**src/sv/hrp_pkg.sv**
```systemverilog
package hrp_pkg;

   // Parser phases, one per position in the request-head grammar.
   typedef enum logic [3:0] {
      PH_METHOD     = 4'd0,
      PH_TARGET     = 4'd1,
      PH_VERSION    = 4'd2,
      PH_START_CR   = 4'd3,
      PH_START_LF   = 4'd4,
      PH_LINE       = 4'd5,
      PH_NAME       = 4'd6,
      PH_NAME_COLON = 4'd7,
      PH_VALUE_SP   = 4'd8,
      PH_VALUE      = 4'd9,
      PH_VALUE_LF   = 4'd10,
      PH_BLANK_LF   = 4'd11,
      PH_BODY       = 4'd12
   } phase_type;

   // Result event kinds.
   localparam logic [1:0] EV_START_LINE = 2'd0;
   localparam logic [1:0] EV_HEADER     = 2'd1;
   localparam logic [1:0] EV_BODY       = 2'd2;
   localparam logic [1:0] EV_ERROR      = 2'd3;

   localparam int unsigned METHOD_COUNT = 9;
   localparam logic [METHOD_COUNT-1:0] ALL_METHODS = '1;
   localparam logic [2:0] VERSION_LEN = 3'd7;

   localparam logic [7:0] CH_SPACE = 8'h20;
   localparam logic [7:0] CH_COLON = 8'h3A;
   localparam logic [7:0] CH_CR    = 8'h0D;
   localparam logic [7:0] CH_LF    = 8'h0A;
   localparam logic [7:0] CH_ZERO  = 8'h30;
   localparam logic [7:0] CH_ONE   = 8'h31;

   typedef struct packed {
      logic [1:0]  event_kind;
      logic [3:0]  method_code;
      logic [11:0] first_start;
      logic [11:0] first_end;
      logic [11:0] second_start;
      logic [11:0] second_end;
      logic [4:0]  header_number;
   } result_type;

   // Method name, left aligned in eight character slots.
   function automatic logic [63:0] method_text(input logic [3:0] idx);
      logic [63:0] txt;
      unique case (idx)
         4'd0:    txt = {"GET", 40'd0};
         4'd1:    txt = {"POST", 32'd0};
         4'd2:    txt = {"PUT", 40'd0};
         4'd3:    txt = {"DELETE", 16'd0};
         4'd4:    txt = {"OPTIONS", 8'd0};
         4'd5:    txt = {"HEAD", 32'd0};
         4'd6:    txt = {"CONNECT", 8'd0};
         4'd7:    txt = {"PATCH", 24'd0};
         4'd8:    txt = {"TRACE", 24'd0};
         default: txt = '0;
      endcase
      return txt;
   endfunction

   function automatic logic [2:0] method_len(input logic [3:0] idx);
      logic [2:0] len;
      unique case (idx)
         4'd0, 4'd2:       len = 3'd3;
         4'd1, 4'd5:       len = 3'd4;
         4'd3:             len = 3'd6;
         4'd4, 4'd6:       len = 3'd7;
         4'd7, 4'd8:       len = 3'd5;
         default:          len = 3'd0;
      endcase
      return len;
   endfunction

   function automatic logic [7:0] method_char(input logic [3:0] idx, input logic [2:0] pos);
      logic [63:0] txt;
      txt = method_text(idx);
      return txt[63 - 8 * pos -: 8];
   endfunction

   function automatic logic [7:0] version_char(input logic [2:0] pos);
      logic [63:0] txt;
      txt = {"HTTP/1.", 8'd0};
      return txt[63 - 8 * pos -: 8];
   endfunction

endpackage

```
**src/sv/http_request_head_parser.sv**
```systemverilog
// Byte-serial parser for the head of an HTTP/1.x request.
// The req_ channel carries one request byte per beat, with req_last_byte
// set on the final byte of the request. The rsp_ channel carries at most one
// event per input beat: the start line (method code and target span) when
// its LF arrives, each header (name and value spans, header index) when its
// LF arrives, the body span on the last byte, or a parse error. After an
// error, bytes are swallowed silently up to the last byte of the request.
// All offsets count bytes from the first byte of the request, ends exclusive.
// A byte is held in the input register until the parser consumes it, and
// its event is loaded into the event register as it is consumed; that waits
// while the receiver holds back an event already in the event register.
// One byte can be accepted every cycle while the receiver takes events;
// the parser state update between the two registers is combinational.
// Reset clears both valid flags and returns the parser to the method phase;
// the parser also rearms itself after every last byte.
// When the receiver stalls with an event pending, the next byte may still
// move into the input register, and further bytes wait in req_ until the
// event beat is taken.
module http_request_head_parser #(
   parameter int unsigned BUF_BYTES   = 2048,
   parameter int unsigned MAX_HEADERS = 32
) (
   input  logic        clock,
   input  logic        reset,
   input  logic        req_valid,
   output logic        req_ready,
   input  logic [7:0]  req_data_byte,
   input  logic        req_last_byte,
   output logic        rsp_valid,
   input  logic        rsp_ready,
   output logic [1:0]  rsp_event_kind,
   output logic [3:0]  rsp_method_code,
   output logic [11:0] rsp_first_start,
   output logic [11:0] rsp_first_end,
   output logic [11:0] rsp_second_start,
   output logic [11:0] rsp_second_end,
   output logic [4:0]  rsp_header_number
);
   import hrp_pkg::*;

   // Input register: holds one accepted byte until the parser consumes it.
   logic       in_valid_ff;
   logic [7:0] in_data_ff;
   logic       in_last_ff;

   // Event register toward the receiver.
   logic       rsp_valid_ff, rsp_valid_in;
   result_type rsp_res_ff;

   logic       proc_en;
   logic       core_valid;
   result_type core_res;

   // The parser consumes the held byte whenever the event register is free
   // or is being emptied this cycle; a byte that makes no event waits as well.
   assign proc_en   = in_valid_ff && (!rsp_valid_ff || rsp_ready);
   assign req_ready = !in_valid_ff || proc_en;

   hrp_core #(
      .BUF_BYTES   (BUF_BYTES),
      .MAX_HEADERS (MAX_HEADERS)
   ) u_core (
      .clock     (clock),
      .reset     (reset),
      .step_en   (proc_en),
      .data_byte (in_data_ff),
      .last_byte (in_last_ff),
      .res_valid (core_valid),
      .res       (core_res)
   );

   always_comb begin
      if (proc_en && core_valid) begin
         rsp_valid_in = 1'b1;
      end else if (rsp_ready) begin
         rsp_valid_in = 1'b0;
      end else begin
         rsp_valid_in = rsp_valid_ff;
      end
   end

   always_ff @(posedge clock) begin
      if (reset) begin
         in_valid_ff  <= 1'b0;
         rsp_valid_ff <= 1'b0;
      end else begin
         if (req_ready) begin
            in_valid_ff <= req_valid;
         end
         rsp_valid_ff <= rsp_valid_in;
      end
   end

   // Payload registers load without reset; their valid flags qualify them.
   always_ff @(posedge clock) begin
      if (req_valid && req_ready) begin
         in_data_ff <= req_data_byte;
         in_last_ff <= req_last_byte;
      end
      if (proc_en && core_valid) begin
         rsp_res_ff <= core_res;
      end
   end

   assign rsp_valid         = rsp_valid_ff;
   assign rsp_event_kind    = rsp_res_ff.event_kind;
   assign rsp_method_code   = rsp_res_ff.method_code;
   assign rsp_first_start   = rsp_res_ff.first_start;
   assign rsp_first_end     = rsp_res_ff.first_end;
   assign rsp_second_start  = rsp_res_ff.second_start;
   assign rsp_second_end    = rsp_res_ff.second_end;
   assign rsp_header_number = rsp_res_ff.header_number;

   // A held byte must not be consumed or replaced while the event register
   // is blocked by the receiver.
   a_hold_input: assert property (@(posedge clock) disable iff (reset)
      (in_valid_ff && rsp_valid_ff && !rsp_ready)
         |=> (in_valid_ff && $stable(in_data_ff) && $stable(in_last_ff)))
      else $error("input byte lost while event register stalled");

   // Error events carry no spans and no codes.
   a_error_clean: assert property (@(posedge clock) disable iff (reset)
      (rsp_valid && rsp_event_kind == EV_ERROR)
         |-> (rsp_method_code == 4'd0 && rsp_first_start == 12'd0 &&
              rsp_first_end == 12'd0 && rsp_second_start == 12'd0 &&
              rsp_second_end == 12'd0 && rsp_header_number == 5'd0))
      else $error("error event with nonzero fields");

   // Only header events use the value span and the header index.
   a_start_clean: assert property (@(posedge clock) disable iff (reset)
      (rsp_valid && (rsp_event_kind == EV_START_LINE || rsp_event_kind == EV_BODY))
         |-> (rsp_second_start == 12'd0 && rsp_second_end == 12'd0 &&
              rsp_header_number == 5'd0))
      else $error("start line or body event with header fields set");

   // Header and body events never carry a method code.
   a_method_only_start: assert property (@(posedge clock) disable iff (reset)
      (rsp_valid && (rsp_event_kind == EV_HEADER || rsp_event_kind == EV_BODY))
         |-> (rsp_method_code == 4'd0))
      else $error("method code outside a start line event");

endmodule

```
**src/sv/hrp_core.sv**
```systemverilog
module hrp_core #(
   parameter int unsigned BUF_BYTES   = 2048,
   parameter int unsigned MAX_HEADERS = 32
) (
   input  logic                clock,
   input  logic                reset,
   input  logic                step_en,
   input  logic [7:0]          data_byte,
   input  logic                last_byte,
   output logic                res_valid,
   output hrp_pkg::result_type res
);
   import hrp_pkg::*;

   localparam int unsigned OW = $clog2(BUF_BYTES + 1);
   localparam int unsigned HW = $clog2(MAX_HEADERS + 1);

   phase_type               phase_ff, phase_in;
   logic [OW-1:0]           offset_ff, offset_in;
   logic [2:0]              kstep_ff, kstep_in;
   logic [METHOD_COUNT-1:0] cand_ff, cand_in;
   logic [OW-1:0]           target_begin_ff, target_begin_in;
   logic [OW-1:0]           name_begin_ff, name_begin_in;
   logic [OW-1:0]           name_finish_ff, name_finish_in;
   logic [OW-1:0]           value_begin_ff, value_begin_in;
   logic [HW-1:0]           headers_ff, headers_in;
   logic [OW-1:0]           body_begin_ff, body_begin_in;
   logic                    drop_ff, drop_in;

   logic [METHOD_COUNT-1:0] keep_vec, hit_vec;
   logic [3:0]              method_idx;
   logic                    adv_err, adv_event, reset_all;
   result_type              ev_res;

   function automatic logic [11:0] span12(input logic [OW-1:0] v);
      logic [OW+11:0] w;
      w = {12'd0, v};
      return w[11:0];
   endfunction

   function automatic logic [4:0] hdr5(input logic [HW-1:0] v);
      logic [HW+4:0] w;
      w = {5'd0, v};
      return w[4:0];
   endfunction

   // Compare the byte against every live method name in parallel.
   always_comb begin
      keep_vec = '0;
      hit_vec  = '0;
      for (int i = 0; i < METHOD_COUNT; i++) begin
         if (cand_ff[i]) begin
            if (kstep_ff == method_len(4'(i))) begin
               hit_vec[i] = (data_byte == CH_SPACE);
            end else if (kstep_ff < method_len(4'(i)) &&
                         method_char(4'(i), kstep_ff) == data_byte) begin
               keep_vec[i] = 1'b1;
            end
         end
      end
   end

   // Code of the lowest live candidate; a single one is left by the start line.
   always_comb begin
      method_idx = '0;
      for (int i = METHOD_COUNT - 1; i >= 0; i--) begin
         if (cand_ff[i]) begin
            method_idx = 4'(i);
         end
      end
   end

   always_comb begin
      phase_in        = phase_ff;
      offset_in       = offset_ff;
      kstep_in        = kstep_ff;
      cand_in         = cand_ff;
      target_begin_in = target_begin_ff;
      name_begin_in   = name_begin_ff;
      name_finish_in  = name_finish_ff;
      value_begin_in  = value_begin_ff;
      headers_in      = headers_ff;
      body_begin_in   = body_begin_ff;
      drop_in         = drop_ff;
      adv_err         = 1'b0;
      adv_event       = 1'b0;
      reset_all       = 1'b0;
      ev_res          = '0;
      res_valid       = 1'b0;
      res             = '0;

      if (step_en) begin
         if (drop_ff) begin
            reset_all = last_byte;
         end else begin
            if (offset_ff >= OW'(BUF_BYTES)) begin
               adv_err = 1'b1;
            end else begin
               offset_in = offset_ff + 1'b1;
               unique case (phase_ff)
                  PH_METHOD: begin
                     if (|hit_vec) begin
                        cand_in         = hit_vec;
                        target_begin_in = offset_ff + 1'b1;
                        kstep_in        = '0;
                        phase_in        = PH_TARGET;
                     end else if (keep_vec == '0) begin
                        adv_err = 1'b1;
                     end else begin
                        cand_in  = keep_vec;
                        kstep_in = kstep_ff + 1'b1;
                     end
                  end
                  PH_TARGET: begin
                     if (data_byte == CH_SPACE) begin
                        name_finish_in = offset_ff;
                        kstep_in       = '0;
                        phase_in       = PH_VERSION;
                     end
                  end
                  PH_VERSION: begin
                     if (kstep_ff < VERSION_LEN) begin
                        if (version_char(kstep_ff) != data_byte) begin
                           adv_err = 1'b1;
                        end else begin
                           kstep_in = kstep_ff + 1'b1;
                        end
                     end else if (data_byte != CH_ONE && data_byte != CH_ZERO) begin
                        adv_err = 1'b1;
                     end else begin
                        kstep_in = '0;
                        phase_in = PH_START_CR;
                     end
                  end
                  PH_START_CR: begin
                     if (data_byte != CH_CR) adv_err = 1'b1;
                     else phase_in = PH_START_LF;
                  end
                  PH_START_LF: begin
                     if (data_byte != CH_LF) begin
                        adv_err = 1'b1;
                     end else begin
                        adv_event          = 1'b1;
                        ev_res.event_kind  = EV_START_LINE;
                        ev_res.method_code = method_idx;
                        ev_res.first_start = span12(target_begin_ff);
                        ev_res.first_end   = span12(name_finish_ff);
                        phase_in           = PH_LINE;
                     end
                  end
                  PH_LINE: begin
                     if (data_byte == CH_CR) begin
                        phase_in = PH_BLANK_LF;
                     end else if (headers_ff >= HW'(MAX_HEADERS)) begin
                        adv_err = 1'b1;
                     end else begin
                        name_begin_in = offset_ff;
                        phase_in      = PH_NAME;
                     end
                  end
                  PH_NAME: begin
                     if (data_byte == CH_COLON) begin
                        name_finish_in = offset_ff;
                        phase_in       = PH_VALUE_SP;
                     end else if (data_byte == CH_SPACE) begin
                        name_finish_in = offset_ff;
                        phase_in       = PH_NAME_COLON;
                     end
                  end
                  PH_NAME_COLON: begin
                     if (data_byte != CH_COLON) adv_err = 1'b1;
                     else phase_in = PH_VALUE_SP;
                  end
                  PH_VALUE_SP: begin
                     if (data_byte != CH_SPACE) begin
                        adv_err = 1'b1;
                     end else begin
                        value_begin_in = offset_ff + 1'b1;
                        phase_in       = PH_VALUE;
                     end
                  end
                  PH_VALUE: begin
                     if (data_byte == CH_CR) phase_in = PH_VALUE_LF;
                  end
                  PH_VALUE_LF: begin
                     if (data_byte != CH_LF) begin
                        adv_err = 1'b1;
                     end else begin
                        adv_event            = 1'b1;
                        ev_res.event_kind    = EV_HEADER;
                        ev_res.first_start   = span12(name_begin_ff);
                        ev_res.first_end     = span12(name_finish_ff);
                        ev_res.second_start  = span12(value_begin_ff);
                        ev_res.second_end    = span12(offset_ff - 1'b1);
                        ev_res.header_number = hdr5(headers_ff);
                        headers_in           = headers_ff + 1'b1;
                        phase_in             = PH_LINE;
                     end
                  end
                  PH_BLANK_LF: begin
                     if (data_byte != CH_LF) begin
                        adv_err = 1'b1;
                     end else begin
                        body_begin_in = offset_ff + 1'b1;
                        phase_in      = PH_BODY;
                     end
                  end
                  PH_BODY: begin
                  end
                  default: adv_err = 1'b1;
               endcase
            end

            if (adv_err) begin
               res_valid      = 1'b1;
               res.event_kind = EV_ERROR;
               reset_all      = last_byte;
               drop_in        = !last_byte;
            end else if (last_byte) begin
               // The last byte closes the request: a body span if the head
               // was complete, otherwise the request ended early.
               res_valid = 1'b1;
               reset_all = 1'b1;
               if (phase_in == PH_BODY) begin
                  res.event_kind  = EV_BODY;
                  res.first_start = span12(body_begin_in);
                  res.first_end   = span12(offset_ff + 1'b1);
               end else begin
                  res.event_kind = EV_ERROR;
               end
            end else if (adv_event) begin
               res_valid = 1'b1;
               res       = ev_res;
            end
         end
      end

      if (reset_all) begin
         phase_in        = PH_METHOD;
         offset_in       = '0;
         kstep_in        = '0;
         cand_in         = ALL_METHODS;
         target_begin_in = '0;
         name_begin_in   = '0;
         name_finish_in  = '0;
         value_begin_in  = '0;
         headers_in      = '0;
         body_begin_in   = '0;
         drop_in         = 1'b0;
      end
   end

   always_ff @(posedge clock) begin
      if (reset) begin
         phase_ff        <= PH_METHOD;
         offset_ff       <= '0;
         kstep_ff        <= '0;
         cand_ff         <= ALL_METHODS;
         target_begin_ff <= '0;
         name_begin_ff   <= '0;
         name_finish_ff  <= '0;
         value_begin_ff  <= '0;
         headers_ff      <= '0;
         body_begin_ff   <= '0;
         drop_ff         <= 1'b0;
      end else begin
         phase_ff        <= phase_in;
         offset_ff       <= offset_in;
         kstep_ff        <= kstep_in;
         cand_ff         <= cand_in;
         target_begin_ff <= target_begin_in;
         name_begin_ff   <= name_begin_in;
         name_finish_ff  <= name_finish_in;
         value_begin_ff  <= value_begin_in;
         headers_ff      <= headers_in;
         body_begin_ff   <= body_begin_in;
         drop_ff         <= drop_in;
      end
   end

endmodule

```
**config.mk**
```make
export PLATFORM = sky130hd
export DESIGN_NAME = http_request_head_parser
export DESIGN_NICKNAME = d
export VERILOG_FILES = /design/src/sv/hrp_pkg.sv /design/src/sv/http_request_head_parser.sv /design/src/sv/hrp_core.sv
export SDC_FILE = /design/constraint.sdc
export NUM_CORES = 1
export LEC_CHECK = 0
export ABC_AREA = 1
export BUFFER_PORTS_ARGS = -buffer_cell sky130_fd_sc_hd__clkbuf_2
export CAP_MARGIN = 20
export CORE_MARGIN = 2
export CORE_UTILIZATION = 40
export CTS_CLUSTER_SIZE = 10
export DETAILED_ROUTE_END_ITERATION = 8
export GPL_TIMING_DRIVEN = 0
export MAX_ROUTING_LAYER = met4
export SLEW_MARGIN = 15
export SYNTH_ARGS = -nofsm -noshare
export SYNTH_HDL_FRONTEND = slang
export SYNTH_SLANG_ARGS = --single-unit
export TNS_END_PERCENT = 5
```
**constraint.sdc**
```tcl
create_clock -name clock -period 5.63 [get_ports clock]
set_input_delay 0.2815 -clock clock [delete_from_list [all_inputs] [get_ports clock]]
set_output_delay 0.2815 -clock clock [all_outputs]
set_load 0.02 [all_outputs]
```
==> Yosys cells after proc, flatten, opt, wreduce, memory -nomap -nowiden <==
Index checks and enable logic that the tools add are counted.
{ "word_totals": {"reg_bits": 165, "input_bits": 13, "output_inout_bits": 61, "elab_cells": 331} }
{ "op_classes": {"addsub": 5, "n_lt_le_gt_ge": 12, "eq_ne": 46, "shift": 10, "n_mux": 179, "bitwise": 10, "reduce_logical": 44} }
{ "op_table": {"columns": ["operator", "count"], "rows": [
  ["$mux W64", 18],
  ["$shiftx A71 B33 Y8", 9],
  ["$mux W59", 2],
  ["$mux W4", 27],
  ["$mux W3", 33],
  ["$mux W1", 79],
  ["$eq A8 B8 Y1", 9],
  ["$shiftx A71 B33 Y8 const A", 1],
  ["$mux W12", 5],
  ["$mux W53", 1],
  ["$mux W24", 2],
  ["$pmux W24 S2", 1],
  ["$pmux W4 S11", 1],
  ["$ne A8 B6 Y1 const B", 4],
  ["$mux W29", 1],
  ["$mux W28", 1],
  ["$eq A3 B3 Y1", 9],
  ["$lt A3 B3 Y1", 9],
  ["$eq A4 B4 Y1 const B", 6],
  ["$pmux W12 S2", 1],
  ["$reduce_and A5 Y1", 4],
  ["$mux W9", 2],
  ["$reduce_or A9 Y1", 2],
  ["$eq A4 B3 Y1 const B", 4],
  ["41 further kinds", 75]
]} }

==> Depth between registers and ports, before layout <==
{ "depth": {"word_depth": 22, "mapped_depth": 21, "depth_no_buf": 18} }

==> Cells and area by module <==
Synthesis repeated with hierarchy kept, for this count alone.
{ "hier_totals": {"cells_unflattened": 1276, "hier_area_um2": 9395.3} }
{ "by_module_without_submodules": {"columns": ["mod", "instances", "cells_each", "area_per_inst_um2", "seq_area_each_um2"], "rows": [
  ["hrp_core", 1, 1190, 7248.2, 1901.8],
  ["http_request_head_parser", 1, 86, 2147.1, 2082.0]
]} }

==> Least setup slack after synthesis <==
OpenSTA, ideal clock, no wires.
{ "synth_timing": {"kind": "register -> register", "start": "reg u_core.kstep_ff[0]", "end": "reg rsp_res_ff (netlist bit rsp_event_kind[0]) (enable)", "arrival_ps": 3167, "required_time_ps": 5217, "path_slack_ps": 2050, "stages_incl_launch_ff": 14, "synth_period_minus_slack_ps": 3580, "path_cell_list": "dfxtp_1 > inv_1 > ha_1 > nand2_1 > buf_4 > o21ai_0 > nor2_1 > nand3_1 > nand2_1 > nor2_1 > nand4_4 > nand4_1 > nand3_1 > inv_1"} }
{ "synth_between": {"elab_chain_cells": 18} }
{ "synth_rtl": {"columns": ["item", "line_no", "rtl"], "rows": [
  ["from (decl)", "hrp_core.sv:20", "logic [2:0] kstep_ff, kstep_in;"],
  ["from (signal assigned)", "hrp_core.sv:269", "kstep_ff <= kstep_in;"],
  ["$sub A6 B6 Y7", "hrp_pkg.sv:81, hrp_pkg.sv:87", null],
  ["$shiftx A71 B33 Y8", "hrp_pkg.sv:81", "return txt[63 - 8 * pos -: 8];"],
  ["$eq A8 B8 Y1", "hrp_core.sv:56", "method_char(4'(i), kstep_ff) == data_byte) begin"],
  ["$logic_and A1 B1 Y1", "hrp_core.sv:55", "end else if (kstep_ff < method_len(4'(i)) &&"],
  ["$mux W1", "hrp_core.sv:55", null],
  ["$mux W1", "hrp_core.sv:53", "if (kstep_ff == method_len(4'(i))) begin"],
  ["$mux W1", "hrp_core.sv:52", "if (cand_ff[i]) begin"],
  ["$logic_not A9 Y1", "hrp_core.sv:107", "end else if (keep_vec == '0) begin"],
  ["(+2 left out)", null, null],
  ["$pmux W1 S8 (*)", "hrp_core.sv:100", "unique case (phase_ff)"],
  ["$mux W1 (*)", "hrp_core.sv:96", "if (offset_ff >= OW'(BUF_BYTES)) begin"],
  ["$mux W1 (*)", "hrp_core.sv:93", "if (drop_ff) begin"],
  ["$mux W1 (*)", "hrp_core.sv:92", "if (step_en) begin"],
  ["$mux W1 (*)", "hrp_core.sv:214", "if (adv_err) begin"],
  ["$mux W1 (*)", "hrp_core.sv:93", null],
  ["$mux W1 (*)", "hrp_core.sv:92", null],
  ["$logic_and A1 B1 Y1 (*)", "http_request_head_parser.sv:100", "if (proc_en && core_valid) begin"],
  ["to (signal assigned)", "http_request_head_parser.sv:101", "rsp_res_ff <= core_res;"],
  ["to (decl)", "http_request_head_parser.sv:48", "result_type rsp_res_ff;"]
]} }
Every way passes the cells marked *; elsewhere a longest branch is shown, timed or not. The select of a mux whose other input is x is not followed.
A chain may end at the register's enable or synchronous reset.

==> Final worst setup path <==
{ "layout_timing": {"start": "reg u_core.kstep_ff[0]", "end": "reg rsp_res_ff (netlist bit rsp_header_number[2]) (enable)"} }
Same word-level chain as after synthesis.

==> key figures <==
Outcome
  – Outcome: completed

CTS
  – CTS tree: yes
  – Root buffer cell: clkbuf_16
  – Post-cts gate resize count: 0
  – Clock Path Buffers: 2
  – CTS clk-pin slew, worst paths: around 60 ps
  – Htree depth: 4
  – CTS buffer count: 17
  – Sink Count: around 170
  – # hold bufs at CTS: 0
  – Clk_lat worst skew: about 440 ps
  – Postcts setup bufs: 0

Floorplanning
  – Num ports: 74
  – Core footprint: roughly 22000 um2
  – Row Count: 54
  – Die W: between 150 and 200 um
  – Initial core utilization: 41.0%
  – Die height: between 150 and 200 um
  – Total die area: roughly 24000 um2

Yosys
  – Main combinational cell family by area after synthesis: simple AND/OR/NAND/NOR gates
  – Post-synth EDFFs: between 60 and 70
  – Synth Cell Area: 9030 um2
  – Yosys reg bits: between 150 and 200
  – Syn Area/Cell: roughly 7.5 um2
  – Number of synthesis warnings: 0
  – Post-synth ARST share: 0%
  – Yosys cell types: a little under 50
  – Cells after Synth: 1203
  – Post-synthesis mux area share: 0%
  – Post-Synth XOR/XNOR Area: under 10%
  – Synth Net Count: between 1000 and 1500
  – Post-Synth Adder-Cell Area: under 10%
  – Synth Area in Simple Gates: around 28%
  – Compound-Gate Fraction of Synth Area: roughly 14%
  – Sequential fraction of the synthesis area: 44.1%
  – Main synth FF type: dfxtp_1

Worst setup path
  – Worst path slowest cell: dfxtp_1
  – Crit path kind: reg2reg
  – Top delay family on crit path: simple AND/OR/NAND/NOR gates
  – Worst EP required: ~5700 ps
  – Critical Path Most Common Cell: nand2_1
  – Crit path DAT: just under 4000 ps
  – Crit path launch type: flip-flop
  – Largest stage delay on the critical path: between 600 and 700 ps
  – CP Buf/Inv Count: 3
  – Crit path capture type: flip-flop
  – CP Max Fanout: a little under 60
  – Worst-path cell chain: inv_1 > ha_1 > buf_2 > nand2_1 > nand2_1 > nand2_1 > nand2_1 > nand2_1 > nor2_1 > nand2_1 > nand2_1 > nor2_2 > nand4_4 > nand4_1 > nand3_1 > inv_4

STA
  – Worst Max-Slew Pin Slew: around 800 ps
  – Final Setup Violations: 0
  – Fin Hold WS: ~20 ps
  – PnR worst setup slack: about 1700 ps
  – Tcrit/Tclk final: between 60% and 70%
  – FMAX: between 200 and 300 MHz
  – Final setup skew: approximately 8.9 ps
  – Setup TNS Final: 0 ps
  – RSZ-0062 raised after global routing: no
  – Slew Viols, Final: 0
  – Final hold vios: 0
  – Slew Limit Headroom: 46.6%
  – Fin crit period: roughly 3900 ps

Layout
  – Design area: about 10000 um2
  – Area Growth Syn to Fin: 14.2%
  – Share of post-route cells with drive strength above 1: between 10% and 20%
  – Final cell count without fillers: around 1600
  – Total Nets Final: roughly 1300
  – Diodes inserted: 0

Global route
  – GRT overflow: 0
  – First-pass GRT wire length: between 40 and 50 mm
  – Number of global-route vias before repair: 7640
  – Tot GR Track Use: a little under a quarter
  – Maximum number of pins on one net before global-route repair: 60
  – Initial antenna violation count: 0

Placed design
  – PortBufs: 73
  – GPL Wtd Cong: approximately 0.99
  – Post-Place Setup Slack: around 1700 ps
  – DP HPWL: slightly below 20 mm
  – Placed insts: 1556
  – DP Area: 9750 um2

Power
  – Combinational Power Share: between 10% and 20%
  – Pwr per Cell Area: 273 nW/um2
  – Peak supply drop: about 0.0002 V
  – Leak: ~4.2 nW
  – Flop pwr share: between 40% and 50%
  – Net Sw Power: between 700 and 800 uW
  – Int Pwr: 2.02 mW
  – Power share of the clock group: slightly above 40%
  – Switching share of power: roughly 28%

Routing
  – Remaining DRCs: 0
  – Via count: 8309
  – DR vias/cell: around 5.2
  – ANT nets after route: 0
  – Routed WL: approximately 26 mm
  – DR iter-0 viols: ~670
  – Drt first pass iters: 5
  – WL/cell: between 15 and 20 um

Hold path
  – HP Class: in2reg

Flow run
  – MaxCap Viol Count: 0
power groups by stage:
stage | Clock (mW) | Combinational, mW | Sequential (mW)
after floorplan | 0 | 0.209 | 1.37
after global placement | 0 | 0.346 | 1.34
after detailed placement | 0 | 0.348 | 1.34
after CTS | 1.17 | 0.349 | 1.31
after global routing | 1.22 | 0.390 | 1.32
final | 1.15 | 0.351 | 1.31
sequential cells by signal (all words and copies together) (netlist names), 3 cells and up:
| name | count |
|---|---|
| in_data_ff | 8 |
| rsp_first_end | 12 |
| rsp_first_start | 12 |
| rsp_header_number | 5 |
| rsp_method_code | 4 |
| rsp_second_end | 12 |
| rsp_second_start | 12 |
| u_core.body_begin_ff | 12 |
| u_core.cand_ff | 9 |
| u_core.headers_ff | 6 |
| u_core.kstep_ff | 3 |
| u_core.name_begin_ff | 12 |
| u_core.name_finish_ff | 12 |
| u_core.offset_ff | 12 |
| u_core.phase_ff | 4 |
| u_core.target_begin_ff | 12 |
| u_core.value_begin_ff | 12 |
synth_stat cells (all sizes together), types with 15 or more instances:
cell	instances	area, um2
a21oi	106	531
nor3	22	133
inv	149	559
clkbuf	26	98.8
xor2	15	131
dfxtp	97	1940
nand3	92	478
edfxtp	68	2040
nand2	261	1000
nand4	21	153
buf	30	233
nor2	163	752
o21ai	91	459
path summary, 6_finish.rpt:
kind	start	end	slack [ps]	depth (start not counted)
setup / recovery	u_core.kstep_ff[0]	rsp_header_number[2]	1720	16
hold reg to reg	u_core.name_begin_ff[10]	u_core.name_begin_ff[10]	450	2
hold / removal	req_data_byte[7]	in_data_ff[7]	20	1
setup reg to reg	u_core.kstep_ff[0]	rsp_header_number[2]	1720	16
area by class of cell:
type	instances	area, um2
fillers	2303	11700
clock buffers	18	429
repair buffers	73	365
plain buffers	56	332
inverters	153	578
flip-flops and latches	165	3980
clock inverters	14	139
multi-input cells	829	4140
well taps	280	350
cells in the final DEF (no fill, tap or decap), types with 4 or more instances in the layout:
cell type  count
a211oi_1      13
a21oi_1      106
buf_2         14
buf_4          5
buf_6          9
clkbuf_1      26
clkbuf_16     17
clkbuf_2      74
clkinv_1       4
dfxtp_1       97
edfxtp_1      68
ha_1          13
inv_1        137
inv_2         11
inv_8          4
nand2_1      253
nand2_2        8
nand3_1       90
nand4_1       19
nor2_1       137
nor2_2        11
nor2_4        15
nor3_1        20
nor4_1         4
o211ai_1       6
o21ai_0       86
o21ai_1        4
o21bai_1       6
xor2_1        15
stage by stage:
step	utilization (%)	total power [mW]
after floorplan	-	1.58
after global placement	44.3	1.69
after detailed placement	44.3	1.69
after CTS	46.9	2.83
after global routing	46.9	2.93
final	46.9	2.81
cells by family after synthesis:
family,count (synthesis)
buffers and inverters,209
flip-flops,165
adder cells (fa/ha/maj),13
XOR/XNOR,18
AND/OR/NAND/NOR,567
AO/OA/AOI/OAI,231
metal layers:
| layer | share of wire, % | track usage (%) | up-vias |
|---|---|---|---|
| li1 | - | - | 4140 |
| met1 | 48 | 33.4 | 3840 |
| met2 | 43 | 34.6 | 293 |
| met3 | 7.3 | 4.26 | 36 |
| met4 | 1.9 | 7.41 | 0 |
| met5 | 0 | - | - |
Power figures use the tool's default switching activity.
